`config.mk`:
```
export PLATFORM = sky130hd
export DESIGN_NAME = ps2_mouse_packet_cursor
export DESIGN_NICKNAME = d
export VERILOG_FILES = /design/src/pmc_pkg.sv /design/src/pmc_front.sv /design/src/pmc_fifo.sv /design/src/pmc_back.sv /design/src/ps2_mouse_packet_cursor.sv
export SDC_FILE = /design/constraint.sdc
export NUM_CORES = 1
export LEC_CHECK = 0
export BUFFER_PORTS_ARGS = -buffer_cell sky130_fd_sc_hd__buf_2
export CORE_ASPECT_RATIO = 0.6
export CORE_MARGIN = 2
export CORE_UTILIZATION = 35
export DETAILED_ROUTE_END_ITERATION = 10
export GPL_TIMING_DRIVEN = 0
export PLACE_DENSITY = 0.6
export REMOVE_ABC_BUFFERS = 1
export SYNTH_ARGS = -nofsm -noshare
export SYNTH_HDL_FRONTEND = slang
export SYNTH_SLANG_ARGS = --single-unit
```
`constraint.sdc`:
```
create_clock -name clk -period 5.2 [get_ports clk]
set_clock_uncertainty 0.1 [all_clocks]
set_input_delay 0.52 -clock clk [delete_from_list [all_inputs] [get_ports clk]]
set_output_delay 0.52 -clock clk [all_outputs]
set_load 0.005 [all_outputs]
```
`src/pmc_pkg.sv`:
```
// Shared types and constants for the PS/2 mouse packet cursor block.
// Used by the front end, the packet queue, the cursor back end and the top level.
`default_nettype none

package pmc_pkg;

	// Configuration register indexes.
	localparam int CFG_IDX_BITS = 2;
	localparam logic [CFG_IDX_BITS-1:0] CFG_DISP_W = 2'd0;
	localparam logic [CFG_IDX_BITS-1:0] CFG_DISP_H = 2'd1;

	localparam int SIZE_BITS = 13;
	localparam logic [SIZE_BITS-1:0] WIDTH_RESET  = 13'd800;
	localparam logic [SIZE_BITS-1:0] HEIGHT_RESET = 13'd600;

	localparam int CURSOR_X_RESET = 400;
	localparam int CURSOR_Y_RESET = 300;

	// Header byte bit positions.
	localparam int SYNC_POS  = 3;
	localparam int XSIGN_POS = 4;
	localparam int YSIGN_POS = 5;
	localparam int XOVF_POS  = 6;
	localparam int YOVF_POS  = 7;

	localparam int BTN_BITS = 3;

	// Depth of the queue between the front end and the back end.
	localparam int PKT_DEPTH = 2;
	localparam int PKT_PTR_BITS = 1;

	// One complete, valid packet with 9-bit two's complement deltas.
	typedef struct packed {
		logic [BTN_BITS-1:0] btn;
		logic [8:0]          dx;
		logic [8:0]          dy;
	} pkt_t;

endpackage

`default_nettype wire

```
`src/pmc_front.sv`:
```
// Front end: assembles three-byte packets from the byte stream and drops bad ones.
// Depends on pmc_pkg for the packet type and header bit positions.
`default_nettype none

module pmc_front import pmc_pkg::*; (
	input  wire logic       clk,
	input  wire logic       arst_n,
	input  wire logic       byte_take,
	input  wire logic [7:0] data_byte,
	output logic            pkt_push,
	output pkt_t            pkt
);

	localparam logic [1:0] PH_HDR = 2'd0;
	localparam logic [1:0] PH_X   = 2'd1;
	localparam logic [1:0] PH_Y   = 2'd2;

	logic [1:0] phase_q;
	logic [7:0] header_q;
	logic [7:0] x_byte_q;
	logic       last_byte;

	// Phase 3 never occurs but is treated like the Y byte phase.
	assign last_byte = (phase_q != PH_HDR) && (phase_q != PH_X);

	always_ff @(posedge clk or negedge arst_n) begin
		if (!arst_n) begin
			phase_q  <= PH_HDR;
			header_q <= '0;
			x_byte_q <= '0;
		end else if (byte_take) begin
			unique case (phase_q)
				PH_HDR: begin
					if (data_byte[SYNC_POS]) begin
						header_q <= data_byte;
						phase_q  <= PH_X;
					end
				end
				PH_X: begin
					x_byte_q <= data_byte;
					phase_q  <= PH_Y;
				end
				default: begin
					phase_q <= PH_HDR;
				end
			endcase
		end
	end

	// Packets with either overflow bit set are dropped here.
	assign pkt_push = byte_take && last_byte && !header_q[XOVF_POS] && !header_q[YOVF_POS];
	assign pkt.btn  = header_q[BTN_BITS-1:0];
	assign pkt.dx   = {header_q[XSIGN_POS], x_byte_q};
	assign pkt.dy   = {header_q[YSIGN_POS], data_byte};

endmodule

`default_nettype wire

```
`src/pmc_fifo.sv`:
```
// Short packet queue between the front end and the cursor back end.
// Depends on pmc_pkg for the packet type and the queue depth.
`default_nettype none

module pmc_fifo import pmc_pkg::*; (
	input  wire logic clk,
	input  wire logic arst_n,
	input  wire logic wr_en,
	input  wire pkt_t wr_data,
	input  wire logic rd_en,
	output pkt_t      rd_data,
	output logic      q_full,
	output logic      q_empty
);

	localparam int CNT_BITS = $clog2(PKT_DEPTH + 1);

	pkt_t                    mem_q [PKT_DEPTH];
	logic [PKT_PTR_BITS-1:0] wr_ptr_q;
	logic [PKT_PTR_BITS-1:0] rd_ptr_q;
	logic [CNT_BITS-1:0]     count_q;

	assign q_full  = (count_q == CNT_BITS'(PKT_DEPTH));
	assign q_empty = (count_q == '0);
	assign rd_data = mem_q[rd_ptr_q];

	always_ff @(posedge clk) begin
		if (wr_en) begin
			mem_q[wr_ptr_q] <= wr_data;
		end
	end

	always_ff @(posedge clk or negedge arst_n) begin
		if (!arst_n) begin
			wr_ptr_q <= '0;
			rd_ptr_q <= '0;
			count_q  <= '0;
		end else begin
			if (wr_en) begin
				wr_ptr_q <= (wr_ptr_q == PKT_PTR_BITS'(PKT_DEPTH - 1)) ? '0 : wr_ptr_q + 1'b1;
			end
			if (rd_en) begin
				rd_ptr_q <= (rd_ptr_q == PKT_PTR_BITS'(PKT_DEPTH - 1)) ? '0 : rd_ptr_q + 1'b1;
			end
			if (wr_en && !rd_en) begin
				count_q <= count_q + 1'b1;
			end else if (rd_en && !wr_en) begin
				count_q <= count_q - 1'b1;
			end
		end
	end

endmodule

`default_nettype wire

```
`src/pmc_back.sv`:
```
// Back end: applies one packet to the cursor, clamps to the screen, holds the result item.
// Depends on pmc_pkg for the packet type and the cursor reset position.
`default_nettype none

module pmc_back import pmc_pkg::*; #(
	parameter int COORD_BITS = 12
) (
	input  wire logic                  clk,
	input  wire logic                  arst_n,
	input  wire logic [SIZE_BITS-1:0]  disp_w,
	input  wire logic [SIZE_BITS-1:0]  disp_h,
	input  wire pkt_t                  pkt,
	input  wire logic                  pkt_avail,
	output logic                       pkt_take,
	input  wire logic                  pop,
	output logic                       empty,
	output logic [COORD_BITS-1:0]      pos_x,
	output logic [COORD_BITS-1:0]      pos_y,
	output logic [COORD_BITS-1:0]      last_x,
	output logic [COORD_BITS-1:0]      last_y,
	output logic [BTN_BITS-1:0]        buttons,
	output logic [BTN_BITS-1:0]        last_buttons
);

	localparam int SW = (COORD_BITS + 2 > SIZE_BITS + 2) ? COORD_BITS + 2 : SIZE_BITS + 2;
	localparam logic signed [SW-1:0] CMAX = SW'((1 << COORD_BITS) - 1);

	logic                  out_v_q;
	logic [COORD_BITS-1:0] held_x_q;
	logic [COORD_BITS-1:0] held_y_q;
	logic [BTN_BITS-1:0]   held_btn_q;
	logic [COORD_BITS-1:0] pos_x_q;
	logic [COORD_BITS-1:0] pos_y_q;
	logic [COORD_BITS-1:0] last_x_q;
	logic [COORD_BITS-1:0] last_y_q;
	logic [BTN_BITS-1:0]   btn_q;
	logic [BTN_BITS-1:0]   last_btn_q;

	logic signed [SW-1:0]  top_x, top_y;
	logic signed [SW-1:0]  sum_x, sum_y;
	logic [COORD_BITS-1:0] new_x, new_y;

	// Largest legal coordinate on each axis; a zero size behaves like a size of one.
	always_comb begin
		top_x = (disp_w == '0) ? '0 :
			$signed({{(SW-SIZE_BITS){1'b0}}, disp_w}) - SW'(1);
		if (top_x > CMAX) begin
			top_x = CMAX;
		end
		top_y = (disp_h == '0) ? '0 :
			$signed({{(SW-SIZE_BITS){1'b0}}, disp_h}) - SW'(1);
		if (top_y > CMAX) begin
			top_y = CMAX;
		end
	end

	// Screen Y grows downward, so a positive mouse dy moves the cursor up.
	always_comb begin
		sum_x = $signed({{(SW-COORD_BITS){1'b0}}, held_x_q})
			+ $signed({{(SW-9){pkt.dx[8]}}, pkt.dx});
		sum_y = $signed({{(SW-COORD_BITS){1'b0}}, held_y_q})
			- $signed({{(SW-9){pkt.dy[8]}}, pkt.dy});
		if (sum_x < 0) begin
			new_x = '0;
		end else if (sum_x > top_x) begin
			new_x = top_x[COORD_BITS-1:0];
		end else begin
			new_x = sum_x[COORD_BITS-1:0];
		end
		if (sum_y < 0) begin
			new_y = '0;
		end else if (sum_y > top_y) begin
			new_y = top_y[COORD_BITS-1:0];
		end else begin
			new_y = sum_y[COORD_BITS-1:0];
		end
	end

	assign pkt_take = pkt_avail && (!out_v_q || pop);

	always_ff @(posedge clk or negedge arst_n) begin
		if (!arst_n) begin
			out_v_q    <= 1'b0;
			held_x_q   <= COORD_BITS'(CURSOR_X_RESET);
			held_y_q   <= COORD_BITS'(CURSOR_Y_RESET);
			held_btn_q <= '0;
		end else begin
			if (pkt_take) begin
				out_v_q    <= 1'b1;
				held_x_q   <= new_x;
				held_y_q   <= new_y;
				held_btn_q <= pkt.btn;
			end else if (pop) begin
				out_v_q <= 1'b0;
			end
		end
	end

	always_ff @(posedge clk) begin
		if (pkt_take) begin
			pos_x_q    <= new_x;
			pos_y_q    <= new_y;
			last_x_q   <= held_x_q;
			last_y_q   <= held_y_q;
			btn_q      <= pkt.btn;
			last_btn_q <= held_btn_q;
		end
	end

	assign empty        = !out_v_q;
	assign pos_x        = pos_x_q;
	assign pos_y        = pos_y_q;
	assign last_x       = last_x_q;
	assign last_y       = last_y_q;
	assign buttons      = btn_q;
	assign last_buttons = last_btn_q;

	a_take_fills: assert property (@(posedge clk) disable iff (!arst_n)
		pkt_take |=> out_v_q)
		else $error("result register not loaded after a packet was taken");

	a_held_matches_out: assert property (@(posedge clk) disable iff (!arst_n)
		pkt_take |=> (held_x_q == pos_x_q) && (held_y_q == pos_y_q) && (held_btn_q == btn_q))
		else $error("held cursor differs from the result just produced");

	a_last_is_prev: assert property (@(posedge clk) disable iff (!arst_n)
		pkt_take |=> (last_x_q == $past(held_x_q)) && (last_btn_q == $past(held_btn_q)))
		else $error("previous cursor not reported with the result");

endmodule

`default_nettype wire

```
`src/ps2_mouse_packet_cursor.sv`:
```
// PS/2 mouse packet cursor.
// Byte input: drive data_byte and push; the byte is taken at a clock edge with push high
// and full low. Bytes are grouped into header, X and Y packets; a header without the sync
// bit is dropped, and a packet with an overflow bit yields no result.
// Result output: while empty is low the oldest result (new and previous cursor position
// and buttons) is on the ports; it is taken at an edge with pop high.
// Configuration: cfg_valid with cfg_index and cfg_data writes the screen width (index 0)
// or the screen height (index 1); cfg_ready is always high. Write only while idle.
// Throughput: one byte per cycle sustained while full is low. The edge that takes a
// packet's last byte writes the packet queue, and the result register is then loaded
// from the queue through the cursor adder and clamp stage once it is empty or popped.
// Stall: while pop is low, the result register holds; further packets wait in the
// two-entry queue, and full rises once the queue is full, holding off new bytes.
// Reset: arst_n low empties the queue and result register, puts the cursor at (400, 300)
// with no buttons, and sets the screen to 800 by 600.
// Depends on pmc_pkg, pmc_front, pmc_fifo and pmc_back.
`default_nettype none

module ps2_mouse_packet_cursor import pmc_pkg::*; #(
	parameter int COORD_BITS = 12
) (
	input  wire logic                    clk,
	input  wire logic                    arst_n,
	input  wire logic                    push,
	output logic                         full,
	input  wire logic [7:0]              data_byte,
	output logic                         empty,
	input  wire logic                    pop,
	output logic [COORD_BITS-1:0]        pos_x,
	output logic [COORD_BITS-1:0]        pos_y,
	output logic [COORD_BITS-1:0]        last_x,
	output logic [COORD_BITS-1:0]        last_y,
	output logic [BTN_BITS-1:0]          buttons,
	output logic [BTN_BITS-1:0]          last_buttons,
	input  wire logic                    cfg_valid,
	output logic                         cfg_ready,
	input  wire logic [CFG_IDX_BITS-1:0] cfg_index,
	input  wire logic [SIZE_BITS-1:0]    cfg_data
);

	logic [SIZE_BITS-1:0] width_q;
	logic [SIZE_BITS-1:0] height_q;
	logic                 byte_take;
	logic                 pkt_push;
	pkt_t                 pkt_in;
	pkt_t                 pkt_head;
	logic                 q_full;
	logic                 q_empty;
	logic                 pkt_take;

	assign cfg_ready = 1'b1;

	always_ff @(posedge clk or negedge arst_n) begin
		if (!arst_n) begin
			width_q  <= WIDTH_RESET;
			height_q <= HEIGHT_RESET;
		end else if (cfg_valid && cfg_ready) begin
			unique case (cfg_index)
				CFG_DISP_W: width_q  <= cfg_data;
				CFG_DISP_H: height_q <= cfg_data;
				default: begin
				end
			endcase
		end
	end

	assign full      = q_full;
	assign byte_take = push && !full;

	pmc_front u_front (
		.clk       (clk),
		.arst_n    (arst_n),
		.byte_take (byte_take),
		.data_byte (data_byte),
		.pkt_push  (pkt_push),
		.pkt       (pkt_in)
	);

	pmc_fifo u_fifo (
		.clk     (clk),
		.arst_n  (arst_n),
		.wr_en   (pkt_push),
		.wr_data (pkt_in),
		.rd_en   (pkt_take),
		.rd_data (pkt_head),
		.q_full  (q_full),
		.q_empty (q_empty)
	);

	pmc_back #(
		.COORD_BITS (COORD_BITS)
	) u_back (
		.clk          (clk),
		.arst_n       (arst_n),
		.disp_w       (width_q),
		.disp_h       (height_q),
		.pkt          (pkt_head),
		.pkt_avail    (!q_empty),
		.pkt_take     (pkt_take),
		.pop          (pop),
		.empty        (empty),
		.pos_x        (pos_x),
		.pos_y        (pos_y),
		.last_x       (last_x),
		.last_y       (last_y),
		.buttons      (buttons),
		.last_buttons (last_buttons)
	);

endmodule

`default_nettype wire

```
==> results, run 1 <==
- The width of the chip is 210.7 um.
- Counting distinct cell types in the post-synthesis netlist gives 68.
- The mean area per synthesized cell is 11.98 um^2.
- The worst pin sits at a relative slew slack of 0.2587.
- Of the post-synthesis cell area, the dominant cell type holds 0.3212.
- The growth of design area from synthesis to finish is 19.60%.
- Wires add up to 20.37 mm.
- The via count of the first global-routing pass is 5,640.
- At the end of the flow, the number of nets in the layout was 936.
- The sequential share of power is 0.306.
- The worst-margin pin slew is 1098 ps.
- Counting instances, the worst hold path has a depth of 1.
- For this run, the number of Yosys warnings is 0.
- The global-route usage over all layers is 0.1563.
- The post-synthesis sequential element count is 171.
- The number of cells on the worst reg-to-reg path is 22.
- The cell area after placement is 9812 um^2.
- The sequential fraction of the synthesis area is 0.5323.
- The sort of element at the end of the critical path is a register.
- The worst-case IR drop observed on VDD is 0.3397 mV.
- The initial antenna violation count is 3.
- The critical path in this run is classified as register to register.
- The path class of the tightest hold or removal check is input pin to register.
- Summing all non-filler instances in the final layout gives an area of 10,730 um^2.
- The number of iterations in the first detailed-routing pass is 5.
- The total net switching power is 3.054 mW.
- The data required time of the critical path is 5290 ps.
- The critical path's most frequent cell is sky130_fd_sc_hd__nor2_1.
- Entering global routing, the biggest net connects 63 pins.
- Of the total power, the clock network draws 0.159.
- The cell area power density is 712.8 nW/um^2.
- The reported leakage power is 4.394 nW.
- In this run the remaining antenna-violating nets after routing total 0.
- The power after layout is 7.651 mW.
- Counting instances in the post-synthesis netlist gives the leading cell types as sky130_fd_sc_hd__edfxtp_1 (96), sky130_fd_sc_hd__nor2_1 (62), sky130_fd_sc_hd__dfrtp_1 (61).
- The floorplan row count is 45.
- The clock tree synthesis step divided the H-tree into 4 levels.
- The internal portion of the total power is 4.597 mW.
- Yosys mapped a number of flops with a built-in enable equal to 96.
- The post-detailed-placement half-perimeter wirelength is 15.02 mm.
- Of all flip-flops after synthesis, the portion carrying an async set or reset was 0.4386.
- The area of the die is 26,980 um^2.
- Counting I/O delays and the setup requirement, the final critical path takes 5036 ps.
- The leading area contributor after synthesis is sky130_fd_sc_hd__edfxtp_1.
- The share of total power dissipated in combinational logic is 0.535.
- The total grt overflow is 0.
- TritonCTS built the clock tree.
- The number of top-level pins is 85.
- The clock net in this run drives a total of 171 sinks.
- The total placed cells including tap cells is 1,146.
- By area the synthesized netlist is led by sky130_fd_sc_hd__edfxtp_1 (32%), sky130_fd_sc_hd__dfrtp_1 (17%), sky130_fd_sc_hd__ha_1 (7.9%), sky130_fd_sc_hd__mux2_2 (6.7%), sky130_fd_sc_hd__dfstp_2 (4.1%).
- The maximum fanout count along the critical path is 10.
- The signal on the critical path passes through mux2_2 > ha_1 > inv_1 > fa_1 > a211oi_2 > o211ai_1 > a31o_2 > a21oi_1 > nor2_1 > nor2_1 > nor2_1 > nor2_1 > xnor2_1 > ha_1 > nand4_1 > nor4_2 > o21bai_1 > a31oi_1 > o21ai_4 > buf_4 > mux2i_2 > nor2_1.
- In this run the tool buffered the top-level ports with 83 buffer cells.
- For this block, the via count after detailed routing is 6,002.
- The clock root buffer is sky130_fd_sc_hd__clkbuf_16.
- In this design, the largest share of critical-path delay is due to compound AO/OA/AOI/OAI gates.
- The most frequent cell after synthesis is sky130_fd_sc_hd__edfxtp_1.
- The clock insertion delay at the later pin of the skew report is 440 ps.
- At the end of the flow the core is filled with cells to 0.4255.
- After detailed routing, the number of vias per cell comes to 5.031.
- The area of the core is 25,220 um^2.
- The share of the clock period used by the worst path after layout is 0.9685.
- The highest cell delay on the worst timing path is 560 ps.
- The tool flagged a number of max-cap violations equal to 0.
- The number of DRC markers after the initial detailed-route iteration is 348.
- For this run, design rule violations remaining after detail routing come to 0.
- The worst setup path is launched from a register.
- Together, buffers and inverters on the worst path number 2.
- TritonCTS created 17 clock buffers.
- The count of final hold-check violations came to 0.
- After clock tree synthesis, the clock-pin slew on the worst setup and hold paths is 70 ps.
- Setup repair after global routing could not meet its margin everywhere.
- The final critical-path setup slack is 164.0 ps.
- The setup violation total in the final timing report is 0.
- The depth of the critical timing path with buffers and inverters included is 22.
- At the end of routability-driven placement, the weighted congestion stood at 0.8664.
- For this configuration, the core starts out at a cell density of 0.3558.
- Timing would allow up to 0.1986 GHz.
- The first global-routing pass estimated 32.08 mm of wire.
- Of the cells placed in the final design, the portion with a size suffix greater than 1 is 0.2993.
- The synthesized netlist occupies a cell area of 8974 um^2.
- The routed wirelength normalized by instance count is 17.08 um.
- The longest clock path from root to sink contains 2 buffers.
- The worst hold margin is 208.3 ps.
- The summed negative setup slack over all endpoints is 0 ps.
- The slowest stage of the critical path is the sky130_fd_sc_hd__dfrtp_4 cell.
- At the worst endpoint, the arrival time is 5130 ps.
- The vertical die dimension is 128.0 um.
- The worst slack at placement is -1862 ps.
- The switching power as a share of total power is 0.3991.
- The flow ran to the end, and the final reports show no timing, DRC or antenna violations.
- The total count of max-transition violations in the final report was 0.
- In the synthesized netlist the dominant register cell turns out to be sky130_fd_sc_hd__edfxtp_1.
- The non-filler instance count after layout is 1,193.
- The cell count after synthesis is 749.
-- flip-flops by register name (all words and copies together), names as in the netlist, 7 cells and up --
| signal | cells |
|---|---|
| height_q | 13 |
| u_back.held_x_q | 12 |
| u_back.held_y_q | 12 |
| u_back.last_x | 12 |
| u_back.last_y | 12 |
| u_back.pos_x | 12 |
| u_back.pos_y | 12 |
| u_fifo.mem_q | 42 |
| u_front.header_q | 7 |
| u_front.x_byte_q | 8 |
| width_q | 13 |
-- area by class of cell --
cell class / instances / area, um^2
antenna: 2 / 5.005
clock buffer: 21 / 481.7
clock inverter: 11 / 85.08
fill: 2392 / 14490
inverter: 42 / 157.7
multi-input combinational: 514 / 4153
sequential: 171 / 4781
tap: 329 / 411.6
timing repair buffer: 103 / 658.1
-- layer usage --
metal / wire length, um / GRT usage / vias to the layer above
li1: - / - / 2951
met1: 11190 / 0.2472 / 2924
met2: 8026 / 0.2064 / 108
met3: 948 / 0.04189 / 17
met4: 195 / 0.03977 / 2
met5: 13 / 0 / -
-- power groups by stage --
| stage | Sequential [mW] | Clock, mW | Combinational [mW] |
|---|---|---|---|
| after floorplan | 2.35 | 0 | 2.45 |
| after global placement | 2.39 | 0 | 3.37 |
| after detailed placement | 2.39 | 0 | 3.48 |
| after CTS | 2.35 | 1.25 | 3.74 |
| after global routing | 2.40 | 1.30 | 4.50 |
| final | 2.34 | 1.22 | 4.09 |
-- layout by cell type (no fill, tap or decap), types with 7 or more instances in the layout --
master                      instances
sky130_fd_sc_hd__o21ai_1           10
sky130_fd_sc_hd__nand2_1           53
sky130_fd_sc_hd__clkbuf_16         18
sky130_fd_sc_hd__buf_4             12
sky130_fd_sc_hd__mux2i_2           17
sky130_fd_sc_hd__mux2_2            53
sky130_fd_sc_hd__a21o_1             8
sky130_fd_sc_hd__xor2_1            12
sky130_fd_sc_hd__mux2i_1           12
sky130_fd_sc_hd__buf_2             82
sky130_fd_sc_hd__nor3_1            11
sky130_fd_sc_hd__nor2_1            61
sky130_fd_sc_hd__a21oi_1           26
sky130_fd_sc_hd__o21ai_0           35
sky130_fd_sc_hd__edfxtp_1          96
sky130_fd_sc_hd__dfstp_2           14
sky130_fd_sc_hd__nor2b_1            7
sky130_fd_sc_hd__dfrtp_1           60
sky130_fd_sc_hd__ha_1              57
sky130_fd_sc_hd__o21bai_1           7
sky130_fd_sc_hd__xnor2_1           31
sky130_fd_sc_hd__inv_1             41
sky130_fd_sc_hd__o31ai_1           13
-- logic make-up (layout without fill, tap and decap cells) --
family | count (synthesis) | after routing | share of synthesized area
compound gates | 142 | 142 | 0.1016
xor+xnor | 45 | 45 | 0.04392
fa+ha+maj | 59 | 59 | 0.08394
buf+inv | 64 | 177 | 0.03332
flops | 171 | 171 | 0.5323
mux | 87 | 87 | 0.1044
other cells | 1 | 3 | 0.0004179
simple gates | 180 | 180 | 0.09997
-- final timing paths --
check                                   start                  to  slack [ps]
min in group asynchronous              arst_n  u_back.held_y_q[9]         390
max in group asynchronous              arst_n  u_back.held_x_q[4]        3960
hold reg to reg            u_back.held_y_q[0]    u_back.last_y[0]         350
setup / recovery              u_fifo.rd_ptr_q     u_back.pos_y[9]         160
setup reg to reg              u_fifo.rd_ptr_q     u_back.pos_y[9]         160
hold / removal                   data_byte[2]  u_fifo.mem_q[0][2]         210
-- timing repair --
item | 4_1_cts | 5_1_grt
hold buffers | 1 | 0
pin swaps | 2 | 7
gates resized for setup | 13 | 35
buffers inserted | 7 | 5
endpoints found under the setup margin | 48 | 46
hold endpoints to repair | 9 | 0
(Power assumes the default switching activity.)
==> run 2: changes to the inputs <==
--- a/config.mk
+++ b/config.mk
@@ -11,7 +11,7 @@
 export CORE_UTILIZATION = 35
 export DETAILED_ROUTE_END_ITERATION = 10
 export GPL_TIMING_DRIVEN = 0
-export PLACE_DENSITY = 0.6
+export PLACE_DENSITY = 0.58
 export REMOVE_ABC_BUFFERS = 1
 export SYNTH_ARGS = -nofsm -noshare
 export SYNTH_HDL_FRONTEND = slang
==> constraint.sdc (replaced) <==
create_clock -name clk -period 5.9 [get_ports clk]
set_clock_uncertainty 0.1 [all_clocks]
set_input_delay 0.59 -clock clk [delete_from_list [all_inputs] [get_ports clk]]
set_output_delay 0.59 -clock clk [all_outputs]
set_load 0.005 [all_outputs]
==> results, run 2 (synthesis results as in run 1) <==
- The launch point of the worst path is u_fifo.rd_ptr_q.
- At the pin with the least slew margin, the transition time is 1082 ps.
- The final core utilization is 0.4180.
- The internal power component is 3.854 mW.
- Routability-driven placement finished with a final weighted congestion of 0.8222.
- Of the cells placed in the final design, the portion with a size suffix greater than 1 is 0.2559.
- The number of iterations in the first detailed-routing pass is 5.
- The number of nets in the layout is 926.
- The initial antenna violation count is 1.
- The maximum vdd ir drop is 0.2405 mV.
- The flip-flop count of the largest register after layout is 42.
- The endpoint identified for the worst register-to-register timing path is u_back.pos_x[1].
- The length in cells of the worst reg-to-reg path is 18.
- The post-route standard cell area excluding fillers is 10,540 um^2.
- The growth of design area from synthesis to finish is 17.50%.
- Setup repair after global routing left no endpoint under its margin.
- Across all layers, the routed design uses 6,000 vias.
- The routed wirelength normalized by instance count is 17.08 um.
- The clock insertion delay at the later pin of the skew report is 440 ps.
- The total clock sinks is 171.
- The placed instances occupy a cell area of 9817 um^2.
- The critical path is of the register to register type.
- In this run the worst hold path is classified as input pin to register.
- The clock slew seen by the registers of the worst setup and hold paths is 80 ps.
- In the routed design, unresolved DRC markers number 0.
- The count of final hold-check violations is 0.
- The tightest hold path in the finished design has a slack of 275.5 ps.
- The initial utilization of the core area, before any placement, comes to 0.3558.
- Across all setup checks in the final design, the least slack found is 534.2 ps.
- In the layout the commonest cells are sky130_fd_sc_hd__edfxtp_1 (96), sky130_fd_sc_hd__buf_2 (82), sky130_fd_sc_hd__nor2_1 (61).
- The worst slack at placement is -1361 ps.
- The share of total power dissipated in sequential elements is 0.320.
- The achievable clock frequency is 0.1864 GHz.
- Measured against its own limit, the worst slew margin works out to 0.2790.
- Power comes to 6.461 mW.
- The share of the clock period used by the worst path after layout is 0.9095.
- The total count of max-transition violations in the final report is 0.
- For the worst setup path, the data arrival time is 5450 ps.
- The floorplan row count is 45.
- The vias per cell is 5.072.
- Data on the critical path is required at its endpoint by 5990 ps.
- The detail route stage leaves a number of antenna-violating nets equal to 0.
- The reported leakage power is 4.366 nW.
- Across the run, the number of max-cap violations was 0.
- In this run the worst path has a maximum fanout of 12.
- The non-filler instance count after layout is 1,183.
- The part of the total power dissipated in combinational logic is 0.503.
- The worst reg2reg path startpoint is u_fifo.rd_ptr_q.
- The via count of the first global-routing pass is 5,480.
- The H-tree depth is 4.
- The maximum buffer depth of the clock tree is 2.
- The die covers 26,980 um^2.
- The clock root buffer is sky130_fd_sc_hd__clkbuf_16.
- The register with the most flip-flops in the final layout is u_fifo.mem_q.
- The flow ran to the end, and the final reports show no timing, DRC or antenna violations.
- The sequential cells in the finished layout cover a total of 4781 um^2.
- The largest registers in the layout are u_fifo.mem_q x42, height_q x13, width_q x13.
- Adding up every negative setup slack in the final design gives 0 ps.
- The first global-routing pass estimated 31.65 mm of wire.
- The worst path needs 5366 ps of the cycle, external delays included.
- The element type at the critical path start is a register.
- The sort of element at the end of the critical path is a register.
- The count of input and output buffers is 83.
- The cell area power density is 612.8 nW/um^2.
- The total placed cells including tap cells is 1,145.
- The detailed-route wire length is 20.21 mm.
- In this run the register-to-register setup slack is 530 ps.
- The number of DRC markers after the initial detailed-route iteration is 435.
- The setup violation total in the final timing report is 0.
- The total grt overflow is 0.
- For this run, the total global-route usage over all layers was measured as 0.1559.
- Entering global routing, the biggest net connects 60 pins.
- The analysis attributes to net switching a power of 2.607 mW.
- The number of top-level pins is 85.
- The post-detailed-placement half-perimeter wirelength is 15.04 mm.
- The switching power as a share of total power is 0.4036.
- From bottom edge to top edge, the die measures 128.0 um.
- The number of clock buffers added by TritonCTS is 17.
- The clock power share is 0.177.
- Following the worst setup path forward leads to its endpoint at u_back.pos_x[1].
- The clock tree from TritonCTS is done.
- The area of the core is 25,220 um^2.
- The area of the multi-input gates is 3978 um^2.
- The most common library cell in the layout ignoring fill and taps is sky130_fd_sc_hd__edfxtp_1.
- In this run the horizontal extent of the chip is 210.7 um.
- The number of fill cells is 2,401.
-- run 2: cell types whose count changed in the layout (fill, tap and decap cells not counted), sizes merged --
cell,previous run,this run
buf,102,92
inv,44,49
clkbuf,21,17
bufinv,0,1
clkinv,6,5
clkinvlp,3,2
-- run 2: power by group through the flow --
stage	sequential (mW)	clock [mW]	combinational [mW]
2_1_floorplan	2.07	0	2.16
3_3_place_gp	2.11	0	2.99
3_5_place_dp	2.10	0	3.08
4_1_cts	2.08	1.17	3.12
5_1_grt	2.12	1.22	3.63
6_report	2.07	1.14	3.25
-- run 2: cell type report --
cell class | count | share of cell area
clock buffer | 17 | 0.04035
clock inverter | 15 | 0.01685
inverter | 42 | 0.01495
timing repair buffer | 93 | 0.05767
multi-input combinational | 514 | 0.3772
tap | 329 | 0.03904
antenna | 2 | 0.0004747
sequential | 171 | 0.4534
-- run 2: worst max-delay path: stages, from the launching register on --
cell	delay, ps
sky130_fd_sc_hd__dfrtp_4	580
sky130_fd_sc_hd__buf_6	220
sky130_fd_sc_hd__mux2_2	360
sky130_fd_sc_hd__ha_1	340
sky130_fd_sc_hd__o21ai_0	120
sky130_fd_sc_hd__o21ai_0	250
sky130_fd_sc_hd__a31oi_1	210
sky130_fd_sc_hd__o31ai_1	370
sky130_fd_sc_hd__a21oi_1	170
sky130_fd_sc_hd__o21bai_1	230
sky130_fd_sc_hd__xnor2_2	180
sky130_fd_sc_hd__ha_1	400
sky130_fd_sc_hd__nand3_1	190
sky130_fd_sc_hd__o41ai_1	370
sky130_fd_sc_hd__o21ai_1	190
sky130_fd_sc_hd__a21oi_4	200
sky130_fd_sc_hd__buf_12	160
sky130_fd_sc_hd__mux2i_1	370
sky130_fd_sc_hd__nor2_1	80
-- run 2: repair_timing --
action	CTS	global route
gates resized for setup	5	5
buffers inserted	0	3
hold buffers	1	0
hold endpoints to repair	11	0
endpoints found under the setup margin	46	46
pin swaps	0	2
-- run 2: layer usage --
layer  track usage  up-vias  share of wire
li1              -     2927              -
met1        0.2506     2934           0.55
met2        0.2025      126           0.39
met3       0.03748       13          0.046
met4       0.04350        0         0.0083
met5             0        -              0
-- run 2: how the worst min path moves through the flow --
stage / from / to / cells past startpoint
6_report: data_byte[2] / u_fifo.mem_q[0][2] / 1
5_1_grt: data_byte[2] / u_fifo.mem_q[0][2] / 1
4_1_cts: data_byte[2] / u_fifo.mem_q[0][2] / 1
3_5_place_dp: u_back.held_y_q[0] / u_back.last_y[0] / 0
3_3_place_gp: u_back.held_btn_q[1] / u_back.last_buttons[1] / 0
2_1_floorplan: arst_n / height_q[0] / 0
